## config.mk

```make
export PLATFORM = sky130hd
export DESIGN_NAME = lsts_divider
export DESIGN_NICKNAME = d
export VERILOG_FILES = /design/src/hdl/light_score_top_select_core_defines.svh /design/src/hdl/lsts_pkg.sv /design/src/hdl/lsts_divider.sv
export SDC_FILE = /design/constraint.sdc
export NUM_CORES = 1
export LEC_CHECK = 0
export ABC_AREA = 1
export BUFFER_PORTS_ARGS = -buffer_cell sky130_fd_sc_hd__buf_2
export CELL_PAD_IN_SITES_DETAIL_PLACEMENT = 0
export CELL_PAD_IN_SITES_GLOBAL_PLACEMENT = 1
export CORE_ASPECT_RATIO = 0.9
export CORE_MARGIN = 3
export CORE_UTILIZATION = 38
export CTS_BUF_LIST = sky130_fd_sc_hd__clkbuf_8 sky130_fd_sc_hd__clkbuf_16
export CTS_CLUSTER_DIAMETER = 200
export DETAILED_ROUTE_END_ITERATION = 16
export GPL_TIMING_DRIVEN = 0
export PLACE_DENSITY = 0.74
export SLEW_MARGIN = 20
export SYNTH_ARGS = -nofsm -noshare
export SYNTH_HDL_FRONTEND = slang
export SYNTH_SLANG_ARGS = --single-unit
export TNS_END_PERCENT = 5
```

## constraint.sdc

```tcl
create_clock -name clk -period 3.85 [get_ports clk]
set_clock_uncertainty 0.05 [all_clocks]
set_input_delay 0.1925 -clock clk [delete_from_list [all_inputs] [get_ports clk]]
set_output_delay 0.1925 -clock clk [all_outputs]
set_load 0.02 [all_outputs]
```

## src/hdl/light_score_top_select_core_defines.svh

```systemverilog
// assertion macros used by light_score_top_select_core
`ifndef LIGHT_SCORE_TOP_SELECT_CORE_DEFINES_SVH
`define LIGHT_SCORE_TOP_SELECT_CORE_DEFINES_SVH

// property that must hold on every clock edge out of reset
`define LST_ASSERT(label, clk_s, rst_s, prop) \
    label: assert property (@(posedge clk_s) disable iff (!rst_s) (prop)) \
        else $error("assertion failed");

// implication whose consequent is checked in the cycle after the antecedent
`define LST_ASSERT_NEXT(label, clk_s, rst_s, ante, cons) \
    label: assert property (@(posedge clk_s) disable iff (!rst_s) (ante) |=> (cons)) \
        else $error("assertion failed");

`endif

```

## src/hdl/lsts_pkg.sv

```systemverilog
`default_nettype none
package lsts_pkg;

    localparam int unsigned DefaultSlots = 32;
    localparam int unsigned MaxOut = 16;
    localparam int unsigned ScoreW = 8;
    localparam int unsigned ColorW = 54;
    localparam int unsigned PosW = 48;

    typedef enum logic [1:0] {
        FUNC_ADD   = 2'd0,
        FUNC_CLEAR = 2'd1,
        FUNC_QUERY = 2'd2,
        FUNC_NONE  = 2'd3
    } func_t;

    typedef enum logic [1:0] {
        KIND_POINT   = 2'd0,
        KIND_SPOT    = 2'd1,
        KIND_VECTOR  = 2'd2,
        KIND_AMBIENT = 2'd3
    } kind_t;

    typedef enum logic [3:0] {
        ST_IDLE,
        ST_SREAD,
        ST_SMUL,
        ST_SSUM,
        ST_SDIV,
        ST_SWRITE,
        ST_PREAD,
        ST_PSCAN,
        ST_PEMIT,
        ST_NONE,
        ST_WAIT
    } state_t;

    typedef struct packed {
        logic [4:0] slot;
        logic [7:0] score;
        logic       found;
        logic       last;
    } result_t;

endpackage
`default_nettype wire

```

## src/hdl/lsts_divider.sv

```systemverilog
`default_nettype none
module lsts_divider
(
    input  wire logic        clk,
    input  wire logic        rst_n,
    input  wire logic        start,
    input  wire logic [38:0] dividend,
    input  wire logic [31:0] divisor,
    output logic             done,
    output logic [7:0]       quotient
);
    import lsts_pkg::*;

    // restoring division, one quotient bit per cycle; result is below 100
    logic [6:0]  cnt_reg, cnt_next;
    logic        busy_reg, busy_next;
    logic [38:0] rem_reg, rem_next;
    logic [31:0] dvs_reg, dvs_next;
    logic [7:0]  q_reg, q_next;
    logic        done_reg, done_next;
    logic [39:0] trial;

    always_comb
    begin
        busy_next = busy_reg;
        cnt_next = cnt_reg;
        rem_next = rem_reg;
        dvs_next = dvs_reg;
        q_next = q_reg;
        done_next = 1'b0;
        trial = {1'b0, rem_reg} - ({8'd0, dvs_reg} << cnt_reg[2:0]);
        if (start)
        begin
            busy_next = 1'b1;
            cnt_next = 7'd6;
            rem_next = dividend;
            dvs_next = divisor;
            q_next = '0;
        end
        else if (busy_reg)
        begin
            if (!trial[39])
            begin
                rem_next = trial[38:0];
                q_next = q_reg | (8'd1 << cnt_reg[2:0]);
            end
            if (cnt_reg == 7'd0)
            begin
                busy_next = 1'b0;
                done_next = 1'b1;
            end
            else
            begin
                cnt_next = cnt_reg - 7'd1;
            end
        end
    end

    always_ff @(posedge clk or negedge rst_n)
    begin
        if (!rst_n)
        begin
            busy_reg <= 1'b0;
            done_reg <= 1'b0;
            cnt_reg <= '0;
        end
        else
        begin
            busy_reg <= busy_next;
            done_reg <= done_next;
            cnt_reg <= cnt_next;
        end
    end

    always_ff @(posedge clk)
    begin
        rem_reg <= rem_next;
        dvs_reg <= dvs_next;
        q_reg <= q_next;
    end

    assign done = done_reg;
    assign quotient = q_reg;
endmodule
`default_nettype wire

```

# [Word-level counts from Yosys, hierarchy flattened]
# Index checks and enable logic that the tools add are counted.
[classes] n_addsub=2 eq_ne=2 n_shift=2 n_mux=12 n_bitwise=2 n_reduce_logical=5
[op_table] op="$mux 39" n=3
[op_table] op="$shl 32x3->40" n=1
[op_table] op="$sub 39x40->40" n=1
[op_table] op="$mux 7" n=3
[op_table] op="$or 8x8->8" n=1
[op_table] op="$shl 1x3->8 const A" n=1
[op_table] op="$logic_not 7->1" n=1
[op_table] op="$sub 7x1->7 const B" n=1
[op_table] op="$mux 1" n=6
[op_table] op="$reduce_and 2->1" n=3
[op_table] op="$ne 2x2->1 const B" n=2
[op_table] op="$reduce_bool 2->1" n=1
[op_table] op="$not 1->1" n=1
[totals] register_bits=88 out_inout_bits=9 word_cells=31

# [Longest topological paths before layout]
[logic_depth] ltp_word=5 mapped_depth=23 depth_no_buf=22

# [Least setup slack after synthesis]
# Ideal clock, no wire load.
[synth_timing] path_type="register to register" from="register cnt_reg[0]" to="register rem_reg[0], enable pin" setup_time_ns=0.524 arrival_ns=3.126 setup_slack_ns=0.150 stages_incl_launch_ff=17 n_path_buf=2 period_less_slack_ns=3.700 cell_sequence="dfrtp_1 inv_1 buf_2 buf_1 nand2_1 nand2_1 o21ai_0 nand2_1 nand2_1 ha_1 a21oi_1 a21boi_0 nand2_1 a21oi_1 nand2_4 nand2_1 nand2_1"
[synth_between] elab_chain_len=4
[synth_rtl] element="from (decl)" line_no="lsts_divider.sv:15" rtl="logic [6:0] cnt_reg, cnt_next;"
[synth_rtl] element="from (signal assigned)" line_no="lsts_divider.sv:71" rtl="cnt_reg <= cnt_next;"
[synth_rtl] element="$shl 32x3->40" line_no="lsts_divider.sv:31" rtl="trial = {1'b0, rem_reg} - ({8'd0, dvs_reg} << cnt_reg[2:0]);"
[synth_rtl] element="$sub 39x40->40" line_no="lsts_divider.sv:31"
[synth_rtl] element="$ne 2x2->1 (no line)"
[synth_rtl] element="$reduce_and 2->1 (no line)"
[synth_rtl] element="to (signal assigned)" line_no="lsts_divider.sv:77" rtl="rem_reg <= rem_next;"
[synth_rtl] element="to (decl)" line_no="lsts_divider.sv:17" rtl="logic [38:0] rem_reg, rem_next;"
# Every way passes these cells.
# A chain may end at the register's enable or synchronous reset.

# [Final worst setup path]
[layout_timing] from="register cnt_reg[0]" to="register rem_reg[7], enable pin"
# The elaborated chain is that of the path after synthesis.

==> flow_summary_export.csv <==
group,metric,value,unit
layout,n_antenna_cell,0,
placed_design,post-dp-hpwl,18200,µm
timing,clock.fmax,282,MHz
placed_design,place_ws,-304,ps
pwr,powerDensity,841,mW/mm²
setup_path,crit_arrival,3600,ps
logic_synthesis,synth_seq_cells,88,
logic_synthesis,yosysTopAreaCell,"edfxtp_1",
setup_path,worstPathCellList,"inv_1, buf_2, buf_4, nand2_1, nand2_1, o21ai_0, nand2_1, nand2_1, ha_1, a21oi_1, a21boi_1, nand2_1, a21oi_1, nand2_4, nand2_1, nand2_8, buf_12",
hold_path,min_path_type,"in2reg",
setup_path,cp-end-kind,"register",
global_route,grt_pass1_vias,6877,
detailed_routing,postRouteAntennaNets,0,
floorplan,ios,83,
floorplan,core_area,0.0188,mm²
layout,mostFrequentLayoutCell,"nand2_1",
layout,layoutNonFillerInstCount,1519,
clock_network,cts_root_buf,"clkbuf_16",
placed_design,port_buffers,82,
timing,setup_viol,0,
detailed_routing,first_pass_iters,7,
global_route,grt_usage,21.7,%
logic_synthesis,syn_nets,1259,
pwr,power.share.combinational,65.8,%
pwr,p_sw,3.73,mW
timing,post-route-min-period,3550,ps
logic_synthesis,synth_cell_types,40,
logic_synthesis,syn_area,0.00739,mm²
logic_synthesis,synth_seq_area_share,34.1,%
setup_path,regToRegSetupSlack,300,ps
clock_network,cts_buffer_depth,2,
detailed_routing,vias_per_cell,4.78,
logic_synthesis,avgSynthCellArea,6.49,µm²
global_route,grt_pass1_wl,36300,µm
setup_path,cp_slowest_stage_delay,450,ps
layout,postLayoutCoreUtil,47.2,%
clock_network,clkTransAtPathRegs,70,ps
logic_synthesis,synthCells,1139,
clock_network,ctsHtreeMaxLevel,3,
layout,drive_gt1_share,11.9,%
global_route,grt_max_degree,34,
pwr,total_power,7.46,mW
setup_path,critPathLaunchType,"register",
timing,fin_crit_sh,92.2,%
timing,worst_slew_pin_slew,1010,ps
setup_path,cpMostUsedCell,"nand2_1",
timing,drv_slew,0,
setup_path,path_class,"reg2reg",
layout,layout_common_cells,"nand2_1 (481), inv_1 (149), buf_2 (86)",
logic_synthesis,ys_top_cells_by_area,"edfxtp_1 (29%), nand2_1 (24%), ha_1 (7.6%)",
global_route,antenna_found_initial,0,
setup_path,crit_fanout,23,
clock_network,tritoncts,"done",
floorplan,die_h,138,µm
pwr,switching_share,50.0,%
pwr,pwr-share-seq,21.0,%
floorplan,die_area,0.0212,mm²
pwr,irDropWorstVdd,309,µV
setup_path,required,3900,ps
detailed_routing,drt_iter0_drc,486,
layout,nNetsFinal,1389,
floorplan,std_cell_rows,47,
timing,relSlewSlack,32.6,%
timing,rsz0062_at_grt,"no",
clock_network,cts_buffers,9,
layout,largest_register_ffs,39,
logic_synthesis,yosys_warnings,0,
outcome,status,"finished, final reports clean",
setup_path,slowest_stage,"dfrtp_2",
clock_network,cts_sinks,88,
timing,finalHoldViolCount,0,
timing,fin_hold_ws,53.3,ps
setup_path,crit_start,"cnt_reg[0]$_DFFE_PN0P_",
detailed_routing,avgRoutedWirePerCell,15.1,µm
placed_design,place_congestion,0.903,
hold_path,hp-start,"dividend[3]",
detailed_routing,drc,0,
placed_design,dp_cells,1467,
layout,area_growth,20.0,%
floorplan,initial_core_util,39.4,%
timing,worst_slack,302,ps
pwr,p_int,3.72,mW
pwr,p_leak,4.50,nW
setup_path,r2r_start,"cnt_reg[0]$_DFFE_PN0P_",
pwr,p_clk_share,13.2,%
detailed_routing,wirelength,23000,µm
detailed_routing,vias,7267,
logic_synthesis,synth_top_area_share,28.9,%
clock_network,clk-insertion-delay-late,360,ps
global_route,grt_overflow_total,0,
floorplan,fp.dieW,153,µm
flow_run,drv_cap,0,
==> cells in the mapped netlist <==
cell type    n
a21boi_0     1
a21oi_1     44
a31oi_1      5
a41oi_1      1
and2_1       1
buf_1        5
buf_2        6
clkbuf_1    21
clkbuf_4     1
clkinv_1     2
dfrtp_1      9
dfxtp_1      8
edfxtp_1    71
fa_1         1
ha_1        45
inv_1      148
inv_2        2
mux2i_1      2
nand2_1    482
nand2_2      7
nand2_4      1
nand3_1     72
nand3_2      2
nand3b_1     4
nand3b_4     1
nand4_1      2
nor2_1      73
nor2_2       3
nor2_4       1
nor3_1      10
nor4_1       2
o21ai_0     71
o21ai_1      3
o21ai_2      1
o21bai_1     7
o31ai_1      1
or2_1        1
or2_2       10
xnor2_1      8
xor2_1       4
==> per-layer routing <==
metal  share of wire, %  vias up  global-route usage [%]
met3                5.7       19                    3.75
met2                 43      195                    33.6
met5                  0        -                       0
met4                1.3        0                    4.88
li1                   -     3882                       -
met1                 50     3171                    31.7
==> power by group through the flow <==
stage | Combinational (mW) | Sequential [mW] | Clock, mW
after floorplan | 3.55 | 1.55 | 0
after global placement | 4.68 | 1.60 | 0
after detailed placement | 4.72 | 1.58 | 0
after CTS | 4.78 | 1.57 | 1.01
after global routing | 5.58 | 1.60 | 1.05
final | 4.91 | 1.57 | 0.982
==> worst paths after layout <==
path	endpoint	cells after the start
worst max-delay path	rem_reg[7]$_DFFE_PP_	17
worst min-delay path	rem_reg[3]$_DFFE_PP_	3
worst max register to register	rem_reg[7]$_DFFE_PP_	17
worst min register to register	quotient[7]$_SDFFE_PP0P_	2
max in group asynchronous	cnt_reg[0]$_DFFE_PN0P_	2
min in group asynchronous	busy_reg$_DFF_PN0_	2
==> repair_timing <==
item	in CTS	in global routing
endpoints found under the hold margin	41	0
endpoints found under the setup margin	39	40
hold buffers	33	0
pin swaps	0	3
gates resized for setup	4	34
buffers inserted	0	3
==> cell families (layout without fill, tap and decap cells) <==
kind of cell | Yosys count | in the layout | synth area share, %
simple gates | 672 | 672 | 37.2
buf+inv | 185 | 320 | 9.55
mux | 2 | 2 | 0.271
compound gates | 134 | 134 | 9.57
fa+ha+maj | 46 | 46 | 7.89
xor+xnor | 12 | 12 | 1.42
flops | 88 | 88 | 34.1
==> worst max-delay path, delay by kind of cell, from the launching register on <==
kind,cells,cell delay [ps]
AOI/OAI and AO/OA,4,860
and+or+nand+nor,8,810
buffers and inverters,4,720
DFF,1,450
adders and majority gates,1,370
==> per-stage QoR <==
step	cell area, µm²	TNS [ps]
after global placement	8100	-46490
after global routing	8860	0
after CTS	8790	0
after floorplan	7390	0
after detailed placement	8130	-8550
final	8860	0
==> cell type report <==
cell class	instances	area, µm²
Tap cell	245	307
Fill cell	1998	9900
Inverter	152	574
Clock buffer	9	225
Multi-Input combinational cell	866	4190
Buffer	33	158
Timing Repair Buffer	119	796
Sequential cell	88	2520
Clock inverter	7	96.3
Power figures use the tool's default switching activity.
